### config.mk
export PLATFORM = sky130hd
export DESIGN_NAME = ohmmeter_autorange_display
export DESIGN_NICKNAME = d
export VERILOG_FILES = /design/src/hw/rtl/omad_pkg.sv /design/src/hw/rtl/omad_div.sv /design/src/hw/rtl/omad_fmt.sv /design/src/hw/rtl/ohmmeter_autorange_display.sv
export SDC_FILE = /design/constraint.sdc
export NUM_CORES = 2
export LEC_CHECK = 0
export BUFFER_PORTS_ARGS = -buffer_cell sky130_fd_sc_hd__buf_2
export CAP_MARGIN = 30
export CORE_MARGIN = 1.5
export CORE_UTILIZATION = 50
export CTS_CLUSTER_DIAMETER = 200
export DETAILED_ROUTE_END_ITERATION = 6
export PLACE_DENSITY = 0.65
export SYNTH_ARGS = -nofsm -noshare
export SYNTH_HDL_FRONTEND = slang
export SYNTH_SLANG_ARGS = --single-unit
### constraint.sdc
create_clock -name clk -period 55.7 [get_ports clk]
set_clock_uncertainty 0.15 [all_clocks]
set_input_delay 5.57 -clock clk [delete_from_list [all_inputs] [get_ports clk]]
set_output_delay 5.57 -clock clk [all_outputs]
set_load 0.1 [all_outputs]
### src/hw/rtl/omad_pkg.sv
// ----------------------------------------------------------------------------
// omad_pkg
// Shared widths, register indexes, result record and segment patterns for the
// autoranging ohmmeter display pipeline.
// ----------------------------------------------------------------------------
package omad_pkg;

  localparam int SAMPLE_BITS_DEF = 10;
  localparam int IN_FIELD_W      = 10;
  localparam int IN_TDATA_W      = 16;
  localparam int OUT_TDATA_W     = 48;
  localparam int REF_W           = 20;
  localparam int LIM_W           = 17;
  localparam int RES_W           = 27;
  localparam int SEG_W           = 7;
  localparam int LED_W           = 3;
  localparam int DIG_W           = 4;
  localparam int VAL_W           = 17;   // holds every value below 100000

  localparam logic [REF_W-1:0] REF_RESET   = REF_W'(98400);
  localparam logic [LIM_W-1:0] LIMIT_RESET = LIM_W'(70);
  localparam logic [VAL_W-1:0] LOW_TOP     = VAL_W'(10000);
  localparam logic [VAL_W-1:0] OVL_AT      = VAL_W'(100000);
  localparam logic [RES_W-1:0] RES_MAX     = RES_W'(134217727);
  localparam logic [LED_W-1:0] LED_MAX     = LED_W'(7);

  localparam logic [SEG_W-1:0] SEG_O = 7'h40;
  localparam logic [SEG_W-1:0] SEG_L = 7'h47;

  // Configuration register indexes
  typedef enum logic {
    REG_REF   = 1'b0,
    REG_LIMIT = 1'b1
  } cfg_idx_t;

  // One finished result
  typedef struct packed {
    logic              cont;
    logic [LED_W-1:0]  led;
    logic              ovl;
    logic              point;
    logic [SEG_W-1:0]  lower;
    logic [SEG_W-1:0]  upper;
    logic [RES_W-1:0]  res;
  } res_t;

  // Active-low pattern of one decimal digit, bit0 = a
  function automatic logic [SEG_W-1:0] seg_of(input logic [DIG_W-1:0] d);
    logic [SEG_W-1:0] s;
    case (d)
      4'd1:    s = 7'h79;
      4'd2:    s = 7'h24;
      4'd3:    s = 7'h30;
      4'd4:    s = 7'h19;
      4'd5:    s = 7'h12;
      4'd6:    s = 7'h02;
      4'd7:    s = 7'h78;
      4'd8:    s = 7'h00;
      4'd9:    s = 7'h10;
      default: s = 7'h40;
    endcase
    return s;
  endfunction

endpackage

### src/hw/rtl/omad_div.sv
// ----------------------------------------------------------------------------
// omad_div
// Product stage and restoring divider, one quotient bit per register stage:
// R = floor(sample * ref / (2^SAMPLE_BITS - sample)).
// ----------------------------------------------------------------------------
module omad_div #(
  parameter int SAMPLE_BITS = omad_pkg::SAMPLE_BITS_DEF
) (
  input  logic                                  clk,
  input  logic                                  rst,
  input  logic                                  en,
  input  logic                                  in_valid,
  input  logic [SAMPLE_BITS-1:0]                sample,
  input  logic [omad_pkg::REF_W-1:0]            ref_ohms,
  output logic                                  out_valid,
  output logic [SAMPLE_BITS+omad_pkg::REF_W-1:0] quo_out
);

  localparam int NW = SAMPLE_BITS + omad_pkg::REF_W;
  localparam int RW = SAMPLE_BITS + 1;

  logic [NW-1:0] num [0:NW-1];
  logic [RW-1:0] rem [0:NW-1];
  logic [RW-1:0] dvs [0:NW-1];
  logic [NW-1:0] quo [0:NW];
  logic          vld [0:NW];

  // Form the numerator and divisor
  always_ff @(posedge clk) begin
    if (rst) begin
      vld[0] <= 1'b0;
    end else if (en) begin
      vld[0] <= in_valid;
    end
    if (en) begin
      num[0] <= NW'(sample) * NW'(ref_ohms);
      dvs[0] <= {1'b1, {SAMPLE_BITS{1'b0}}} - {1'b0, sample};
      rem[0] <= '0;
      quo[0] <= '0;
    end
  end

  // One trial subtract per stage, numerator bits taken from the top
  for (genvar k = 0; k < NW; k++) begin : g_stage
    logic [RW-1:0] trial;
    logic          ge;

    assign trial = {rem[k][RW-2:0], num[k][NW-1-k]};
    assign ge    = (trial >= dvs[k]);

    always_ff @(posedge clk) begin
      if (rst) begin
        vld[k+1] <= 1'b0;
      end else if (en) begin
        vld[k+1] <= vld[k];
      end
      if (en) begin
        quo[k+1] <= {quo[k][NW-2:0], ge};
      end
    end

    if (k < NW - 1) begin : g_carry
      always_ff @(posedge clk) begin
        if (en) begin
          num[k+1] <= num[k];
          dvs[k+1] <= dvs[k];
          rem[k+1] <= ge ? (trial - dvs[k]) : trial;
        end
      end
    end
  end

  assign out_valid = vld[NW];
  assign quo_out   = quo[NW];

endmodule

### src/hw/rtl/omad_fmt.sv
// ----------------------------------------------------------------------------
// omad_fmt
// Range decision, two digit extraction stages and segment encoding.
// ----------------------------------------------------------------------------
module omad_fmt #(
  parameter int QW = omad_pkg::SAMPLE_BITS_DEF + omad_pkg::REF_W
) (
  input  logic                        clk,
  input  logic                        rst,
  input  logic                        en,
  input  logic                        in_valid,
  input  logic [QW-1:0]               r,
  input  logic [omad_pkg::LIM_W-1:0]  limit,
  output logic                        out_valid,
  output omad_pkg::res_t              result
);

  localparam int VW = omad_pkg::VAL_W;

  // Stage 1: range flags
  logic                          v1, lo1, mid1, cont1;
  logic [VW-1:0]                 val1;
  logic [omad_pkg::RES_W-1:0]    res1;
  // Stage 2: upper digit
  logic                          v2, lo2, mid2, cont2;
  logic [VW-1:0]                 val2;
  logic [omad_pkg::DIG_W-1:0]    dig_hi2;
  logic [omad_pkg::RES_W-1:0]    res2;
  // Stage 3: output
  logic                          v3;

  logic [VW-1:0]                 unit_hi_sub;
  logic [omad_pkg::DIG_W-1:0]    dig_hi, dig_lo;
  logic [omad_pkg::LED_W-1:0]    led_mid;

  always_ff @(posedge clk) begin
    if (rst) begin
      v1 <= 1'b0;
      v2 <= 1'b0;
      v3 <= 1'b0;
    end else if (en) begin
      v1 <= in_valid;
      v2 <= v1;
      v3 <= v2;
    end
  end

  // Classify and saturate
  always_ff @(posedge clk) begin
    if (en) begin
      lo1   <= (r < QW'(omad_pkg::LOW_TOP));
      mid1  <= (r < QW'(omad_pkg::OVL_AT));
      cont1 <= (r < QW'(limit));
      val1  <= r[VW-1:0];
      res1  <= (r > QW'(omad_pkg::RES_MAX)) ? omad_pkg::RES_MAX : r[omad_pkg::RES_W-1:0];
    end
  end

  // Upper digit: thousands in low range, ten-thousands otherwise
  always_comb begin
    dig_hi      = '0;
    unit_hi_sub = '0;
    for (int k = 1; k < 10; k++) begin
      if (val1 >= (lo1 ? VW'(k * 1000) : VW'(k * 10000))) begin
        dig_hi      = omad_pkg::DIG_W'(k);
        unit_hi_sub = lo1 ? VW'(k * 1000) : VW'(k * 10000);
      end
    end
  end

  always_ff @(posedge clk) begin
    if (en) begin
      lo2     <= lo1;
      mid2    <= mid1;
      cont2   <= cont1;
      res2    <= res1;
      dig_hi2 <= dig_hi;
      val2    <= val1 - unit_hi_sub;
    end
  end

  // Lower digit from the remainder
  always_comb begin
    dig_lo = '0;
    for (int k = 1; k < 10; k++) begin
      if (val2 >= (lo2 ? VW'(k * 100) : VW'(k * 1000))) begin
        dig_lo = omad_pkg::DIG_W'(k);
      end
    end
  end

  assign led_mid = (dig_hi2 > omad_pkg::DIG_W'(omad_pkg::LED_MAX)) ? omad_pkg::LED_MAX
                                                                     : dig_hi2[omad_pkg::LED_W-1:0];

  // Encode segments and indicators
  always_ff @(posedge clk) begin
    if (en) begin
      result.res  <= res2;
      result.cont <= cont2;
      if (!mid2) begin
        result.upper <= omad_pkg::SEG_O;
        result.lower <= omad_pkg::SEG_L;
        result.point <= 1'b0;
        result.ovl   <= 1'b1;
        result.led   <= omad_pkg::LED_MAX;
      end else begin
        result.upper <= omad_pkg::seg_of(dig_hi2);
        result.lower <= omad_pkg::seg_of(dig_lo);
        result.point <= lo2;
        result.ovl   <= 1'b0;
        result.led   <= lo2 ? '0 : led_mid;
      end
    end
  end

  assign out_valid = v3;

endmodule

### src/hw/rtl/ohmmeter_autorange_display.sv
// From input request to result the pipeline has one product stage, one divider stage
// per quotient bit and three format stages.
// Throughput: one request per cycle; the whole pipeline holds while the result is stalled.
// Reset (synchronous, active high) empties the pipeline and loads the
// reference of 98400 ohms and the continuity limit of 70 ohms.
// ----------------------------------------------------------------------------
// ohmmeter_autorange_display
// Converter sample to resistance, two-digit autoranged display and flags.
// ----------------------------------------------------------------------------
module ohmmeter_autorange_display #(
  parameter int SAMPLE_BITS = omad_pkg::SAMPLE_BITS_DEF
) (
  input  logic                                clk,
  input  logic                                rst,
  // slave stream: tdata = adc_sample[9:0], zero pad
  input  logic                                s_axis_tvalid,
  output logic                                s_axis_tready,
  input  logic [omad_pkg::IN_TDATA_W-1:0]     s_axis_tdata,
  // master stream: tdata = resistance[26:0], upper_segments[33:27],
  // lower_segments[40:34], point_lit[41], overload[42], range_led[45:43],
  // continuity[46], zero pad
  output logic                                m_axis_tvalid,
  input  logic                                m_axis_tready,
  output logic [omad_pkg::OUT_TDATA_W-1:0]    m_axis_tdata,
  // configuration write port
  input  logic                                cfg_we,
  input  logic                                cfg_addr,
  input  logic [omad_pkg::REF_W-1:0]          cfg_wdata
);

  localparam int QW = SAMPLE_BITS + omad_pkg::REF_W;

  logic [omad_pkg::REF_W-1:0] ref_ohms;
  logic [omad_pkg::LIM_W-1:0] limit;
  logic                       en;
  logic                       div_valid;
  logic [QW-1:0]              quo;
  omad_pkg::res_t             result;

  // Configuration registers
  always_ff @(posedge clk) begin
    if (rst) begin
      ref_ohms <= omad_pkg::REF_RESET;
      limit    <= omad_pkg::LIMIT_RESET;
    end else if (cfg_we) begin
      unique case (omad_pkg::cfg_idx_t'(cfg_addr))
        omad_pkg::REG_REF:   ref_ohms <= cfg_wdata;
        omad_pkg::REG_LIMIT: limit    <= cfg_wdata[omad_pkg::LIM_W-1:0];
        default: ;
      endcase
    end
  end

  // Advance the pipeline unless the output is held
  assign en            = !m_axis_tvalid || m_axis_tready;
  assign s_axis_tready = en;

  omad_div #(.SAMPLE_BITS(SAMPLE_BITS)) u_div (
    .clk       (clk),
    .rst       (rst),
    .en        (en),
    .in_valid  (s_axis_tvalid),
    .sample    (SAMPLE_BITS'(s_axis_tdata[omad_pkg::IN_FIELD_W-1:0])),
    .ref_ohms  (ref_ohms),
    .out_valid (div_valid),
    .quo_out   (quo)
  );

  omad_fmt #(.QW(QW)) u_fmt (
    .clk       (clk),
    .rst       (rst),
    .en        (en),
    .in_valid  (div_valid),
    .r         (quo),
    .limit     (limit),
    .out_valid (m_axis_tvalid),
    .result    (result)
  );

  assign m_axis_tdata = {1'b0, result};

  // Overload forces the OL display and top LED code
  a_ovl_display: assert property (@(posedge clk) disable iff (rst)
    (m_axis_tvalid && result.ovl) |->
      (result.led == omad_pkg::LED_MAX && !result.point && result.lower == omad_pkg::SEG_L))
    else $error("overload display mismatch");

  // Overload agrees with the reported resistance
  a_ovl_value: assert property (@(posedge clk) disable iff (rst)
    m_axis_tvalid |-> (result.ovl == (result.res >= omad_pkg::RES_W'(omad_pkg::OVL_AT))))
    else $error("overload flag disagrees with resistance");

  // Point only in the low range
  a_point: assert property (@(posedge clk) disable iff (rst)
    (m_axis_tvalid && result.point) |->
      (result.res < omad_pkg::RES_W'(omad_pkg::LOW_TOP) && result.led == '0))
    else $error("point lit outside low range");

  // Reset empties the pipeline
  a_reset: assert property (@(posedge clk) $past(rst) |-> !m_axis_tvalid)
    else $error("result valid after reset");

endmodule

==> impl_metrics.ini <==
[status]
status = finished clean

[logic_synthesis]
avgSynthCellArea_um2 = 14.6
synth_area_mm2 = 0.0800
yosys_register_bits = 1766
ys.flop_type = edfxtp_1
synth-edff-count = 1726
synth_cells = 5483
yosysSeqAreaShare = 0.658
ys_warn_count = 0
async_flop_share = 0
syn-num-nets = 6163
ys_types = 81

[timing]
fin_ws_ps = 42740
worst_pin_slew_ps = 1090
relSlewSlack = 0.272
period_share = 0.233
max_freq_ghz = 0.0772
rsz0062_at_grt = false
slew_violations = 0
setup_viol = 0
setup_tns_ps = 0
hold_viol = 0
period_needed_ps = 12960

[clock_network]
clkTransAtPathRegs_ps = 60
clock-root-buffer = clkbuf_16
cts_buffer_depth = 3
cts_resized = 0
cts_hold_buffers = 0
cts_setup_buffers = 0
cts.sinks = 1766
cts_tree = yes
worstSkewPairLatency_ps = 800
cts.htree.levels = 4
cts_made_buffers = 176

[power_and_ir_drop]
cellLeakagePower_uw = 0.0373
peakVddDrop_uv = 42.3
powerDensity_mw_per_mm2 = 53.5
p_total_uw = 4760

[grt]
antenna_found_initial = 2
grt_usage = 0.171
first_global_vias = 42352
grt_pass1_wl_um = 222000
overflow = 0
grt_max_degree = 213

[floorplanning]
die-area_mm2 = 0.162
fp.coreArea_mm2 = 0.159
initial_core_util = 0.504
fp.dieH_um = 403
die_w_um = 403
ios = 92
num_rows = 146

[routing]
wirelength_um = 137000
num_vias = 41580
drc = 0
routedWlPerCell_um = 17.3
vias_per_cell = 5.24
ant_nets = 0
drtIter0Drc = 2828
firstDrtPassIters = 5

[setup_path]
worstRegToRegCells = 20
critPathLaunchType = input port
cpMostUsedCell = buf_2
required_ps = 49980
rrSetupSlack_ps = 49400
critPathArrivalTime_ps = 7240
crit_buf_inv = 3
slowest_stage = nor2b_1
crit_family = buffers and inverters
critPathCaptureType = output pin
critPathKind = input port to output pin
cp_num_cells = 4
cpPeakStageDelay_ps = 690
crit_chain = buf_2 -> nor2b_1 -> inv_8 -> buf_2
cp_max_fo = 70

[place]
post-place-ws_ps = 42640
place_congestion = 0.847
hpwl_um = 95000
port_buffers = 84
dpl.cell_count = 7592

[cells_and_area]
multi_input_area_mm2 = 0.0246
fin_nets = 6383
layout-drive-gt1-share = 0.109
regArea_mm2 = 0.0526
syn2layout_area_growth_pct = 11.3
final_cell_mix = 1726 x edfxtp_1, 624 x inv_1, 467 x ha_1, 266 x nand2_1, 262 x a21oi_1
fill_cells = 12476
finalNonFillerCells = 7928
final_common_cell = edfxtp_1

[job]
cap_violations = 0

[hold_path]
hp-class = flip-flop to flip-flop
min_path_cells = 0
==> flip-flops by register name, indices dropped and copies added, names as in the netlist, 4 cells and up <==
register,count
ref_ohms,20
u_fmt.val2,17
u_div.rem,290
u_fmt.res1,27
limit,17
u_fmt.result,47
u_div.quo,465
u_fmt.dig_hi2,4
u_fmt.res2,27
u_div.vld,31
u_div.num,465
u_fmt.val1,17
u_div.dvs,330
==> cell type report <==
cell class,count,share of cell area
inverters,625,0.0264
multi-input cells,2996,0.276
clock buffers,217,0.0515
repair buffers,138,0.0114
diodes,1,0.0000281
flip-flops and latches,1766,0.591
well taps,2072,0.0291
clock inverters,113,0.0136
==> cells in the mapped netlist, drive strengths merged, types with 32 or more instances <==
library cell | instances | share of area
mux2i | 50 | 0.0063
edfxtp | 1726 | 0.65
nand2 | 266 | 0.012
nand4 | 66 | 0.0052
a211oi | 32 | 0.0031
nand2b | 75 | 0.0059
ha | 467 | 0.073
xnor2 | 179 | 0.020
o21ai | 175 | 0.011
nor2 | 212 | 0.010
nor3 | 88 | 0.0055
clkbuf | 70 | 0.0033
a21boi | 33 | 0.0031
nand3 | 34 | 0.0021
a21oi | 263 | 0.017
fa | 171 | 0.043
nor2b | 103 | 0.0081
and2 | 155 | 0.012
xor2 | 63 | 0.0069
a21o | 116 | 0.011
inv | 625 | 0.029
dfxtp | 40 | 0.010
mux2 | 189 | 0.027
==> worst paths after layout <==
check                                                   end                         from
worst max-delay path                          s_axis_tready                m_axis_tready
worst min-delay path            u_div.num[1][181]$_DFFE_PN_  u_div.num[1][151]$_DFFE_PN_
worst max register to register   u_div.num[0][27]$_DFFE_PN_     ref_ohms[5]$_SDFFE_PP1P_
worst min register to register  u_div.num[1][181]$_DFFE_PN_  u_div.num[1][151]$_DFFE_PN_
==> metrics by stage <==
step | area [um^2] | util | hold WS [ps]
after floorplan | 80000 | - | 250
after global placement | 82900 | 0.523 | 250
after detailed placement | 83100 | 0.524 | 255
after CTS | 88800 | 0.560 | 245
after global routing | 89000 | 0.561 | 250
final | 89000 | 0.561 | 251
==> power breakdown <==
| group | leakage [uW] | total [uW] | internal (uW) | switching, uW |
|---|---|---|---|---|
| registers | 0.0195 | 2180 | 1980 | 196 |
| clock network | 0.00280 | 1170 | 674 | 493 |
| logic | 0.0150 | 1410 | 628 | 785 |
==> cell families (layout without fill, tap and decap cells) <==
group	after synthesis	count (layout)	synth area share
fa+ha+maj	638	638	0.116
simple gates	1105	1105	0.0709
other cells	1	2	0.0000469
flops	1766	1766	0.658
xor+xnor	242	242	0.0265
mux	239	239	0.0329
buf+inv	721	1093	0.0343
compound gates	771	771	0.0612
==> layer usage <==
| metal | share of wire | global-route usage |
|---|---|---|
| met1 | 0.43 | 0.216 |
| met2 | 0.51 | 0.298 |
| met3 | 0.041 | 0.0337 |
| met4 | 0.026 | 0.0532 |
| met5 | 0.000095 | 0 |
Note: power is estimated with default switching activity, not from simulation.
